==> src/hw/rtl/cdq_pkg.sv <==
// Shared types and codes for the circular deque with search.
`default_nettype none

package cdq_pkg;

   // Action codes as they arrive on the request channel
   localparam logic [2:0] ACT_INSERT_FRONT = 3'd0;
   localparam logic [2:0] ACT_INSERT_BACK  = 3'd1;
   localparam logic [2:0] ACT_REMOVE_FRONT = 3'd2;
   localparam logic [2:0] ACT_REMOVE_BACK  = 3'd3;
   localparam logic [2:0] ACT_SEARCH       = 3'd4;

   localparam int QUEUE_DEPTH = 2;
   localparam int QPTR_BITS   = $clog2(QUEUE_DEPTH);
   localparam int QFILL_BITS  = $clog2(QUEUE_DEPTH + 1);

   typedef enum logic [2:0] {
      OP_NONE,
      OP_PUSH_FRONT,
      OP_PUSH_BACK,
      OP_POP_FRONT,
      OP_POP_BACK,
      OP_SEARCH
   } op_type;

   typedef enum logic [1:0] {
      ST_OK        = 2'd0,
      ST_FULL      = 2'd1,
      ST_EMPTY     = 2'd2,
      ST_NOT_FOUND = 2'd3
   } status_type;

   typedef struct packed {
      op_type      op;
      logic [31:0] value;
   } cmd_type;

   typedef struct packed {
      logic [31:0] value;
      logic [3:0]  position;
      status_type  status;
      logic [4:0]  occupancy;
   } rsp_type;

endpackage

`default_nettype wire

==> src/hw/rtl/cdq_front.sv <==
// Request decode and the short command queue feeding the execution side.
`default_nettype none

module cdq_front import cdq_pkg::*; (
   input  wire logic        clock,
   input  wire logic        reset,
   input  wire logic        req_valid,
   output logic             req_stall,
   input  wire logic [2:0]  req_action,
   input  wire logic [31:0] req_value,
   output logic             cmd_valid,
   input  wire logic        cmd_take,
   output cmd_type          cmd
);

   cmd_type               q_ff [QUEUE_DEPTH];
   logic [QPTR_BITS-1:0]  wr_ptr_ff;
   logic [QPTR_BITS-1:0]  rd_ptr_ff;
   logic [QFILL_BITS-1:0] fill_ff;
   logic                  push;
   logic                  pop;
   op_type                op_dec;

   function automatic logic [QPTR_BITS-1:0] ptr_inc(input logic [QPTR_BITS-1:0] p);
      ptr_inc = (p == QPTR_BITS'(QUEUE_DEPTH - 1)) ? '0 : p + 1'b1;
   endfunction

   always_comb begin
      case (req_action)
         ACT_INSERT_FRONT: op_dec = OP_PUSH_FRONT;
         ACT_INSERT_BACK:  op_dec = OP_PUSH_BACK;
         ACT_REMOVE_FRONT: op_dec = OP_POP_FRONT;
         ACT_REMOVE_BACK:  op_dec = OP_POP_BACK;
         ACT_SEARCH:       op_dec = OP_SEARCH;
         default:          op_dec = OP_NONE;
      endcase
   end

   assign req_stall = (fill_ff == QFILL_BITS'(QUEUE_DEPTH));
   assign push      = req_valid && !req_stall;
   assign cmd_valid = (fill_ff != '0);
   assign pop       = cmd_take && cmd_valid;
   assign cmd       = q_ff[rd_ptr_ff];

   always_ff @(posedge clock) begin
      if (push) begin
         q_ff[wr_ptr_ff] <= '{op: op_dec, value: req_value};
      end
   end

   always_ff @(posedge clock) begin
      if (reset) begin
         wr_ptr_ff <= '0;
         rd_ptr_ff <= '0;
         fill_ff   <= '0;
      end else begin
         if (push) begin
            wr_ptr_ff <= ptr_inc(wr_ptr_ff);
         end
         if (pop) begin
            rd_ptr_ff <= ptr_inc(rd_ptr_ff);
         end
         case ({push, pop})
            2'b10:   fill_ff <= fill_ff + 1'b1;
            2'b01:   fill_ff <= fill_ff - 1'b1;
            default: fill_ff <= fill_ff;
         endcase
      end
   end

   a_fill_bound: assert property (@(posedge clock) disable iff (reset)
      fill_ff <= QFILL_BITS'(QUEUE_DEPTH))
      else $error("command queue overfilled");

endmodule

`default_nettype wire

==> src/hw/rtl/cdq_back.sv <==
// Execution side: ring store, front/count tracking, search walk, result register.
`default_nettype none

module cdq_back import cdq_pkg::*; #(
   parameter int DEPTH      = 16,
   parameter int VALUE_BITS = 32
) (
   input  wire logic clock,
   input  wire logic reset,
   input  wire logic cmd_valid,
   output logic      cmd_take,
   input  wire cmd_type cmd,
   output logic      rsp_valid,
   input  wire logic rsp_stall,
   output rsp_type   rsp
);

   localparam int IW = $clog2(DEPTH);
   localparam int CW = $clog2(DEPTH + 1);

   typedef enum logic [1:0] {
      S_IDLE,
      S_READ,
      S_SCAN
   } state_type;

   logic [VALUE_BITS-1:0] mem [DEPTH];
   logic [VALUE_BITS-1:0] rdata_ff;
   logic [VALUE_BITS-1:0] key_ff;
   logic [IW-1:0]         front_ff;
   logic [CW-1:0]         count_ff;
   logic [IW-1:0]         rd_slot_ff;
   logic [IW-1:0]         cmp_off_ff;
   state_type             state_ff;
   logic                  rsp_valid_ff;
   rsp_type               rsp_ff;

   logic                  slot_free;
   logic                  is_full;
   logic                  is_empty;
   logic [IW-1:0]         front_dec;
   logic [IW-1:0]         front_inc;
   logic [IW-1:0]         back_slot;
   logic [IW-1:0]         last_slot;
   logic [IW-1:0]         next_slot;
   logic                  mem_we;
   logic [IW-1:0]         mem_wa;
   logic [IW-1:0]         mem_ra;
   logic [VALUE_BITS-1:0] wr_value;
   logic [63:0]           rd_ext;

   function automatic logic [IW-1:0] wrap_add(input logic [IW-1:0] base,
                                              input logic [IW-1:0] off);
      logic [IW:0] sum;
      sum = {1'b0, base} + {1'b0, off};
      if (sum >= (IW+1)'(DEPTH)) begin
         sum = sum - (IW+1)'(DEPTH);
      end
      wrap_add = sum[IW-1:0];
   endfunction

   function automatic logic [IW-1:0] wrap_inc(input logic [IW-1:0] p);
      wrap_inc = (p == IW'(DEPTH - 1)) ? '0 : p + 1'b1;
   endfunction

   always_comb begin
      slot_free = !rsp_valid_ff || !rsp_stall;
      cmd_take  = (state_ff == S_IDLE) && cmd_valid && slot_free;
      is_full   = (count_ff == CW'(DEPTH));
      is_empty  = (count_ff == '0);
      front_dec = (front_ff == '0) ? IW'(DEPTH - 1) : front_ff - 1'b1;
      front_inc = wrap_inc(front_ff);
      back_slot = wrap_add(front_ff, count_ff[IW-1:0]);
      last_slot = wrap_add(front_ff, IW'(count_ff - 1'b1));
      next_slot = wrap_inc(rd_slot_ff);
      wr_value  = VALUE_BITS'(cmd.value);
      // stored words are sign-extended from their top bit, then cut to the field
      rd_ext    = 64'(signed'(rdata_ff));

      mem_we = 1'b0;
      mem_wa = front_dec;
      mem_ra = front_ff;
      if (cmd_take) begin
         case (cmd.op)
            OP_PUSH_FRONT: mem_we = !is_full;
            OP_PUSH_BACK: begin
               mem_we = !is_full;
               mem_wa = back_slot;
            end
            OP_POP_BACK: mem_ra = last_slot;
            default:     mem_ra = front_ff;
         endcase
      end else if (state_ff == S_SCAN) begin
         mem_ra = next_slot;
      end
   end

   always_ff @(posedge clock) begin
      if (mem_we) begin
         mem[mem_wa] <= wr_value;
      end
      rdata_ff <= mem[mem_ra];
   end

   always_ff @(posedge clock) begin
      if (reset) begin
         state_ff     <= S_IDLE;
         rsp_valid_ff <= 1'b0;
         front_ff     <= '0;
         count_ff     <= '0;
      end else begin
         // a take implies the held beat leaves now; the take branches set valid themselves
         if (rsp_valid_ff && !rsp_stall && !cmd_take) begin
            rsp_valid_ff <= 1'b0;
         end
         case (state_ff)
            S_IDLE: begin
               if (cmd_take) begin
                  case (cmd.op)
                     OP_PUSH_FRONT, OP_PUSH_BACK: begin
                        rsp_valid_ff <= 1'b1;
                        if (is_full) begin
                           rsp_ff <= '{value: '0, position: '0, status: ST_FULL,
                                       occupancy: 5'(count_ff)};
                        end else begin
                           if (cmd.op == OP_PUSH_FRONT) begin
                              front_ff <= front_dec;
                           end
                           count_ff <= count_ff + 1'b1;
                           rsp_ff   <= '{value: '0, position: '0, status: ST_OK,
                                         occupancy: 5'(count_ff + 1'b1)};
                        end
                     end
                     OP_POP_FRONT, OP_POP_BACK: begin
                        if (is_empty) begin
                           rsp_valid_ff <= 1'b1;
                           rsp_ff <= '{value: '0, position: '0, status: ST_EMPTY,
                                       occupancy: 5'(count_ff)};
                        end else begin
                           rsp_valid_ff <= 1'b0;
                           if (cmd.op == OP_POP_FRONT) begin
                              front_ff <= front_inc;
                           end
                           count_ff <= count_ff - 1'b1;
                           state_ff <= S_READ;
                        end
                     end
                     OP_SEARCH: begin
                        if (is_empty) begin
                           rsp_valid_ff <= 1'b1;
                           rsp_ff <= '{value: '0, position: '0, status: ST_NOT_FOUND,
                                       occupancy: 5'(count_ff)};
                        end else begin
                           rsp_valid_ff <= 1'b0;
                           key_ff     <= wr_value;
                           rd_slot_ff <= front_ff;
                           cmp_off_ff <= '0;
                           state_ff   <= S_SCAN;
                        end
                     end
                     default: begin
                        rsp_valid_ff <= 1'b1;
                        rsp_ff <= '{value: '0, position: '0, status: ST_OK,
                                    occupancy: 5'(count_ff)};
                     end
                  endcase
               end
            end
            S_READ: begin
               rsp_valid_ff <= 1'b1;
               rsp_ff <= '{value: rd_ext[31:0], position: '0, status: ST_OK,
                           occupancy: 5'(count_ff)};
               state_ff <= S_IDLE;
            end
            S_SCAN: begin
               // rdata_ff holds the entry at offset cmp_off_ff; next read already issued
               rd_slot_ff <= next_slot;
               if (rdata_ff == key_ff) begin
                  rsp_valid_ff <= 1'b1;
                  rsp_ff <= '{value: '0, position: 4'(cmp_off_ff), status: ST_OK,
                              occupancy: 5'(count_ff)};
                  state_ff <= S_IDLE;
               end else if (cmp_off_ff == IW'(count_ff - 1'b1)) begin
                  rsp_valid_ff <= 1'b1;
                  rsp_ff <= '{value: '0, position: '0, status: ST_NOT_FOUND,
                              occupancy: 5'(count_ff)};
                  state_ff <= S_IDLE;
               end else begin
                  cmp_off_ff <= cmp_off_ff + 1'b1;
               end
            end
            default: state_ff <= S_IDLE;
         endcase
      end
   end

   assign rsp_valid = rsp_valid_ff;
   assign rsp       = rsp_ff;

   a_count_bound: assert property (@(posedge clock) disable iff (reset)
      count_ff <= CW'(DEPTH))
      else $error("entry count above depth");

   a_scan_in_range: assert property (@(posedge clock) disable iff (reset)
      (state_ff == S_SCAN) |-> (CW'(cmp_off_ff) < count_ff))
      else $error("search walked past the stored entries");

   a_full_status: assert property (@(posedge clock) disable iff (reset)
      (rsp_valid_ff && rsp_ff.status == ST_FULL) |-> (rsp_ff.occupancy == 5'(DEPTH)))
      else $error("full status reported below depth");

   a_take_frees_slot: assert property (@(posedge clock) disable iff (reset)
      (cmd_take && cmd.op == OP_SEARCH && !is_empty) |=> !rsp_valid_ff)
      else $error("search started while a result was still held");

endmodule

`default_nettype wire

==> src/hw/rtl/circular_deque_with_search.sv <==
// Top level of the circular deque with search: front decode/queue and execution side.
//
//   channel | direction | handshake          | beat fields
//   req_    | in        | req_valid/req_stall | action, value
//   rsp_    | out       | rsp_valid/rsp_stall | value_out, position, status, occupancy
//
// A beat waits in the command queue until the execution side takes it. Inserts,
// refusals and unused codes answer from idle, a remove goes through a read state,
// a search walks from the front to a match or the last entry; the single read
// port of the entry memory sets the one-entry-per-cycle search walk.
// Reset clears front, count and the queue at once; the entry memory is not cleared.
// The queue keeps taking beats, until it is full, while a result sits stalled in the output register.
`default_nettype none

module circular_deque_with_search import cdq_pkg::*; #(
   parameter int DEPTH      = 16,
   parameter int VALUE_BITS = 32
) (
   input  wire logic        clock,
   input  wire logic        reset,
   input  wire logic        req_valid,
   output logic             req_stall,
   input  wire logic [2:0]  req_action,
   input  wire logic [31:0] req_value,
   output logic             rsp_valid,
   input  wire logic        rsp_stall,
   output logic [31:0]      rsp_value_out,
   output logic [3:0]       rsp_position,
   output logic [1:0]       rsp_status,
   output logic [4:0]       rsp_occupancy
);

   logic    cmd_valid;
   logic    cmd_take;
   cmd_type cmd;
   rsp_type rsp;

   cdq_front u_front (
      .clock      (clock),
      .reset      (reset),
      .req_valid  (req_valid),
      .req_stall  (req_stall),
      .req_action (req_action),
      .req_value  (req_value),
      .cmd_valid  (cmd_valid),
      .cmd_take   (cmd_take),
      .cmd        (cmd)
   );

   cdq_back #(
      .DEPTH      (DEPTH),
      .VALUE_BITS (VALUE_BITS)
   ) u_back (
      .clock     (clock),
      .reset     (reset),
      .cmd_valid (cmd_valid),
      .cmd_take  (cmd_take),
      .cmd       (cmd),
      .rsp_valid (rsp_valid),
      .rsp_stall (rsp_stall),
      .rsp       (rsp)
   );

   assign rsp_value_out = rsp.value;
   assign rsp_position  = rsp.position;
   assign rsp_status    = rsp.status;
   assign rsp_occupancy = rsp.occupancy;

endmodule

`default_nettype wire
==> config.mk <==
export PLATFORM = sky130hd
export DESIGN_NAME = circular_deque_with_search
export DESIGN_NICKNAME = d
export VERILOG_FILES = /design/src/hw/rtl/cdq_pkg.sv /design/src/hw/rtl/cdq_front.sv /design/src/hw/rtl/cdq_back.sv /design/src/hw/rtl/circular_deque_with_search.sv
export SDC_FILE = /design/constraint.sdc
export NUM_CORES = 1
export LEC_CHECK = 0
export CORE_MARGIN = 5
export CORE_UTILIZATION = 55
export CTS_CLUSTER_DIAMETER = 80
export DETAILED_ROUTE_END_ITERATION = 10
export DONT_BUFFER_PORTS = 1
export HOLD_SLACK_MARGIN = 0.06
export PLACE_DENSITY = 0.78
export SKIP_CTS_REPAIR_TIMING = 1
export SYNTH_ARGS = -nofsm -noshare
export SYNTH_HDL_FRONTEND = slang
export SYNTH_SLANG_ARGS = --single-unit
==> constraint.sdc <==
create_clock -name clock -period 10.52 [get_ports clock]
set_input_delay 1.052 -clock clock [delete_from_list [all_inputs] [get_ports clock]]
set_output_delay 1.052 -clock clock [all_outputs]
set_load 0.05 [all_outputs]
==> impl_metrics.toml, run 1 <==
[status]
outcome = "finished, final reports clean"

[clocking]
clockBufferDepth = 3
cts_sinks = 714
tritoncts = "done"
htree_levels = 3
path_clk_slew_ns = 0.07
worstSkewPairLatency_ns = 0.61
cts_root_buf = "clkbuf_16"
cts_buffers = 72

[synth]
synthesis.instances = 1674
synth_seq_cells = 714
postSynth.asyncResetShare_pct = 0
synth_warnings = 0
yosysSeqAreaShare_pct = 73.7
mappedNetlistNets = 1733
avgSynthCellArea_um2 = 17.0
syn-cell-area_um2 = 28400
synth_cell_type_count = 66
synthFlopType = "edfxtp_1"
synth_edf_count = 665

[critical_path]
rr_startpoint = "u_back.count_ff[0]$_SDFFE_PP0P_"
endpoint = "u_back.rdata_ff[21]$_DFF_P_"
cp.required_ns = 11.01
reg2reg_slack_ns = 5.82
critical_path_arrival_ns = 5.18
cp_slowest_cell = "buf_4"
crit_start = "u_back.count_ff[0]$_SDFFE_PP0P_"
critical_path.cell_chain = "inv_1, ha_1, fa_1, a2111o_1, nand3_4, buf_4, mux2i_1, a32o_1, a221oi_2, mux2_2"
critPathMaxStageDelay_ns = 1.02
reg2regPathDepth = 10
path_class = "reg2reg"
r2r-end = "u_back.rdata_ff[21]$_DFF_P_"
critPathCaptureType = "flip-flop"
crit_path_start_kind = "flip-flop"
crit_fanout = 80

[layout]
n_antenna_cell = 0
ff_latch_area_um2 = 21000
multiInputGateArea_um2 = 7090
fillers = 3593
instances_no_fill = 2441
final_nets = 1760
area_growth_pct = 11.1
drive_gt1_share_pct = 15.8
fin_area_um2 = 31600

[die]
start_util_pct = 55.4
core_um2 = 51300
rows = 83
die_w_um = 237
die-area_um2 = 56300
ios = 84
die_h_um = 237

[global_route]
grt_pass1_vias = 15500
grt_antenna_before_repair = 0
grt_start_max_net_pins = 81
grt.total_usage_pct = 22.7
grt_pass1_wl_um = 96900
grt-ovfl-total = 0

[timing]
finalCriticalPeriod_ns = 4.70
setup_ws_ns = 5.82
hold_viol = 0
skew_ns = 0.0201
max_freq_mhz = 213
final.period_utilization_pct = 44.6
relSlewSlack_pct = 17.6
finalSetupViolCount = 0
rsz0062_at_grt = "no"
slew_viol_final = 0
setup_tns_ns = 0
worst_pin_slew_ns = 1.24

[placement]
hpwl_um = 33300
io_buffers = 0
pre_cts_slack_ns = 5.91
gp_congestion = 0.888
placed_cell_area_um2 = 29200
placed_cells = 2307

[route]
finalWirelength_um = 64600
wl_per_cell_um = 26.5
drt_iter0_markers = 1640
vias_per_cell = 6.28
drc_errors = 0
route.vias.total = 15300
dr.pass1.iters = 5
ant_nets = 0

[min_path]
hp-class = "in2reg"

[power]
powerDensity_nw_per_um2 = 305
peakVddDrop_v = 0.000435
p_leak_nw = 10.1

[job]
drv_cap = 0
-- critical path: cells and delay by family, from the launching register on --
family | cells | cell delay [ns]
buf+inv | 2 | 1.16
mux | 2 | 0.63
compound gates | 3 | 0.67
simple gates | 1 | 0.63
flops | 1 | 0.49
fa+ha+maj | 2 | 0.89
-- power by group --
| group | leakage [nW] | switching [mW] | internal (mW) | total (mW) |
|---|---|---|---|---|
| logic | 2.55 | 1.99 | 1.18 | 3.17 |
| registers | 6.45 | 0.344 | 3.58 | 3.92 |
| clock network | 1.15 | 1.06 | 1.48 | 2.54 |
-- registers in the layout, summed over array words and instances, names as in the netlist, named ones only --
| signal | cells |
|---|---|
| u_back.front_ff | 4 |
| u_back.cmp_off_ff | 4 |
| u_back.rd_slot_ff | 4 |
| u_back.rsp | 43 |
| u_back.count_ff | 5 |
| u_back.rdata_ff | 32 |
| u_front.fill_ff | 2 |
| u_back.rsp_valid | 1 |
| u_front.wr_ptr_ff | 1 |
| u_back.key_ff | 32 |
| u_front.rd_ptr_ff | 1 |
| u_back.state_ff | 2 |
| u_front.q_ff | 70 |
| u_back.mem | 512 |
-- how the worst min path moves through the flow --
| stage | from | to | cells after the start |
|---|---|---|---|
| after floorplan | u_front.rd_ptr_ff$_SDFFE_PP0P_ | flip-flop | 2 |
| after global placement | u_front.rd_ptr_ff$_SDFFE_PP0P_ | u_front.rd_ptr_ff$_SDFFE_PP0P_ | 2 |
| after detailed placement | u_front.rd_ptr_ff$_SDFFE_PP0P_ | u_front.rd_ptr_ff$_SDFFE_PP0P_ | 2 |
| after CTS | reset | flip-flop | 1 |
| after global routing | reset | flip-flop | 1 |
| final | reset | flip-flop | 1 |
-- cell type report --
class,instances,area share (%)
Inverter,19,0.226
Timing Repair Buffer,35,0.832
Multi-Input combinational cell,859,22.5
Clock buffer,87,5.95
Tap cell,680,2.69
Sequential cell,714,66.3
Clock inverter,47,1.51
-- through the flow --
stage               total power, mW  utilization [%]  hold slack, ns
floorplan                      6.25                -           0.481
global placement               7.00             57.0           0.494
detailed placement             7.10             57.0           0.500
CTS                            9.66             61.6           0.477
global route                   10.0             61.6           0.475
finish                         9.63             61.6           0.502
-- metal layers --
metal	part of all wire, %	track usage, %	vias to the layer above
met2	48	36.7	753
met1	41	31.3	7769
met3	8.3	4.64	149
met4	3.2	7.61	0
met5	0	0	-
li1	-	-	6649
-- cells by family (layout without fill, tap and decap cells) --
group                    count (synthesis)  count (layout)  share of synthesized area [%]
XOR/XNOR                                60              60                           1.85
adder cells (fa/ha/maj)                 20              20                          0.933
AND/OR/NAND/NOR                        294             294                           4.76
multiplexers                           264             264                           9.60
flip-flops                             714             714                           73.7
AO/OA/AOI/OAI                          221             221                           7.33
buffers and inverters                  101             188                           1.81
-- cell usage after synthesis (3+ instances only) --
master / count / area share [%]
a21o_1: 8 / 0.21
a21oi_1: 15 / 0.26
a221oi_1: 26 / 0.80
a221oi_2: 40 / 2.1
a22o_1: 4 / 0.12
a31oi_1: 6 / 0.13
a32o_1: 65 / 2.3
a32oi_1: 3 / 0.092
and2_1: 8 / 0.18
and3_1: 36 / 0.79
buf_1: 4 / 0.053
buf_2: 25 / 0.44
buf_4: 5 / 0.13
buf_6: 7 / 0.28
clkbuf_1: 34 / 0.45
clkbuf_4: 6 / 0.16
dfxtp_1: 49 / 3.5
edfxtp_1: 665 / 70
ha_1: 18 / 0.79
inv_1: 18 / 0.24
mux2_2: 67 / 2.7
mux2i_1: 196 / 6.9
nand2_1: 153 / 2.0
nand2b_1: 8 / 0.18
nand3_1: 5 / 0.088
nand4_1: 3 / 0.066
nor2_1: 44 / 0.58
nor2b_1: 5 / 0.11
nor3_1: 11 / 0.19
nor4_1: 9 / 0.20
o211ai_1: 3 / 0.079
o21a_1: 3 / 0.079
o21ai_0: 16 / 0.28
o21ai_1: 8 / 0.14
o221ai_1: 3 / 0.092
o31a_1: 3 / 0.092
xnor2_1: 20 / 0.62
xor2_1: 40 / 1.2
-- placed cells by master (no fill, tap or decap), types with 9 or more instances in the layout --
cell and instances:
a21oi_1 15, a221oi_1 26, a221oi_2 40, a32o_1 65
and3_1 34, buf_4 35, clkbuf_1 13, clkbuf_16 72
clkinv_1 17, clkinv_2 10, dfxtp_1 48, edfxtp_1 665
ha_1 18, inv_1 18, mux2_2 67, mux2i_1 196
nand2_1 153, nor2_1 34, nor2_4 14, nor3_2 9
nor4_1 9, o21ai_0 16, xnor2_1 20, xor2_1 40
Note: power is estimated with default switching activity, not from simulation.
==> run 2, diff against run 1 <==
- PLACE_DENSITY: 0.78 -> 0.81
- clock period: 10.52 -> 4.02 ns (I/O delays scaled with it)
==> impl_metrics.toml, run 2 (synthesis gave the netlist of run 1 again) <==
[timing]
finalCriticalPeriod_ns = 3.72
worst_pin_slew_ns = 0.996
slew_viol_final = 0
hold_viol = 0
final.period_utilization_pct = 92.5
skew_ns = 0.0189
setup_tns_ns = 0
max_freq_mhz = 269
finalSetupViolCount = 0
rsz0062_at_grt = "no"
relSlewSlack_pct = 33.0

[route]
wl_per_cell_um = 26.8
ant_nets = 0
drc_errors = 0
dr.pass1.iters = 6
route.vias.total = 15700
finalWirelength_um = 66900
vias_per_cell = 6.31
drt_iter0_markers = 1899

[power]
peakVddDrop_v = 0.000834
p_leak_nw = 10.5
powerDensity_nw_per_um2 = 790

[critical_path]
path_class = "reg2reg"
cp_top_family = "compound AO/OA/AOI/OAI gates"
cp_slowest_cell = "fa_1"
critical_path_arrival_ns = 4.26
critPathCaptureType = "flip-flop"
crit_path_start_kind = "flip-flop"
critPathMaxStageDelay_ns = 0.50
crit_fanout = 30
cp.buffers_inverters = 2
cp.required_ns = 4.56
critical_path.cell_chain = "inv_1, ha_1, fa_1, a2111o_1, nand3_4, buf_4, nand2_1, a32o_1, a221oi_1, mux2_2"

[clocking]
path_clk_slew_ns = 0.06
clockBufferDepth = 3
cts_buffers = 69
worstSkewPairLatency_ns = 0.60
cts_root_buf = "clkbuf_16"
htree_levels = 3
tritoncts = "done"
cts_sinks = 714

[global_route]
use_met3_pct = 6.42
met1_usage_pct = 32.0
grt_pass1_vias = 15700
grt-ovfl-total = 0
grt-busiest-layer = "met2"
grt_antenna_before_repair = 2
grt_pass1_wl_um = 98400
grt.total_usage_pct = 23.3
grt_use_met2_pct = 36.9
grt_start_max_net_pins = 65

[placement]
io_buffers = 0
gp_congestion = 0.842
hpwl_um = 35600
placed_cell_area_um2 = 29800

[layout]
largest_register_ffs = 512
fin_area_um2 = 32500
final_common_cell = "edfxtp_1"
final_nets = 1814
area_growth_pct = 14.2
layout_common_cells = "edfxtp_1, mux2i_1, nand2_1, clkbuf_16, mux2_2"
regMostFlops = "u_back.mem"
drive_gt1_share_pct = 16.5

[min_path]
hp-class = "in2reg"

[die]
die_h_um = 237
die_w_um = 237
rows = 83
start_util_pct = 55.4
core_um2 = 51300
ios = 84
die-area_um2 = 56300

[status]
outcome = "finished, final reports clean"

[job]
drv_cap = 0
run 2: cell types whose count changed in the layout (fill, tap and decap cells not counted), sizes merged:
cell / delta
buf: +20
bufinv: -1
clkbuf: +7
clkinv: -8
diode: +1
dlygate4sd3: +37
inv: -5
run 2: final timing paths:
check	startpoint	endpoint	slack [ns]	depth (start not counted)
worst max-delay path	u_back.count_ff[0]$_SDFFE_PP0P_	u_back.rdata_ff[7]$_DFF_P_	0.30	10
worst min-delay path	reset	u_back.rd_slot_ff[1]$_DFFE_PP_	0.08	1
worst max register to register	u_back.count_ff[0]$_SDFFE_PP0P_	u_back.rdata_ff[7]$_DFF_P_	0.30	10
worst min register to register	u_front.rd_ptr_ff$_SDFFE_PP0P_	flip-flop	0.52	2
run 2: layer usage:
layer  share of wire (%)  routed length [µm]
met2                  48               31800
met5               0.019                  13
met3                  11                7250
met4                 2.6                1760
met1                  39               26000
run 2: per-stage QoR:
stage | utilization, % | hold slack (ns) | power (mW) | std cells | worst slack (ns)
3_5_place_dp | 58.1 | 0.475 | 19.0 | 2327 | 0.439
4_1_cts | 62.6 | -0.160 | 25.6 | 2454 | 0.335
2_1_floorplan | - | 0.481 | 16.4 | 1674 | -0.497
5_1_grt | 63.3 | 0.0616 | 26.7 | 2491 | 0.251
3_3_place_gp | 58.1 | 0.470 | 18.7 | 2327 | 0.597
6_report | 63.3 | 0.0824 | 25.7 | 2492 | 0.300
run 2: power by group:
group | switching [mW] | internal (mW)
Clock | 2.68 | 3.85
Combinational | 5.35 | 3.47
Sequential | 0.957 | 9.36
run 2: cell type report:
type,count,area (µm²)
Sequential cell,714,21000
Fill cell,3399,18800
Multi-Input combinational cell,859,7090
Clock buffer,94,1930
Timing Repair Buffer,92,1200
Tap cell,680,851
Clock inverter,33,365
Inverter,19,71.3
Antenna cell,1,2.50
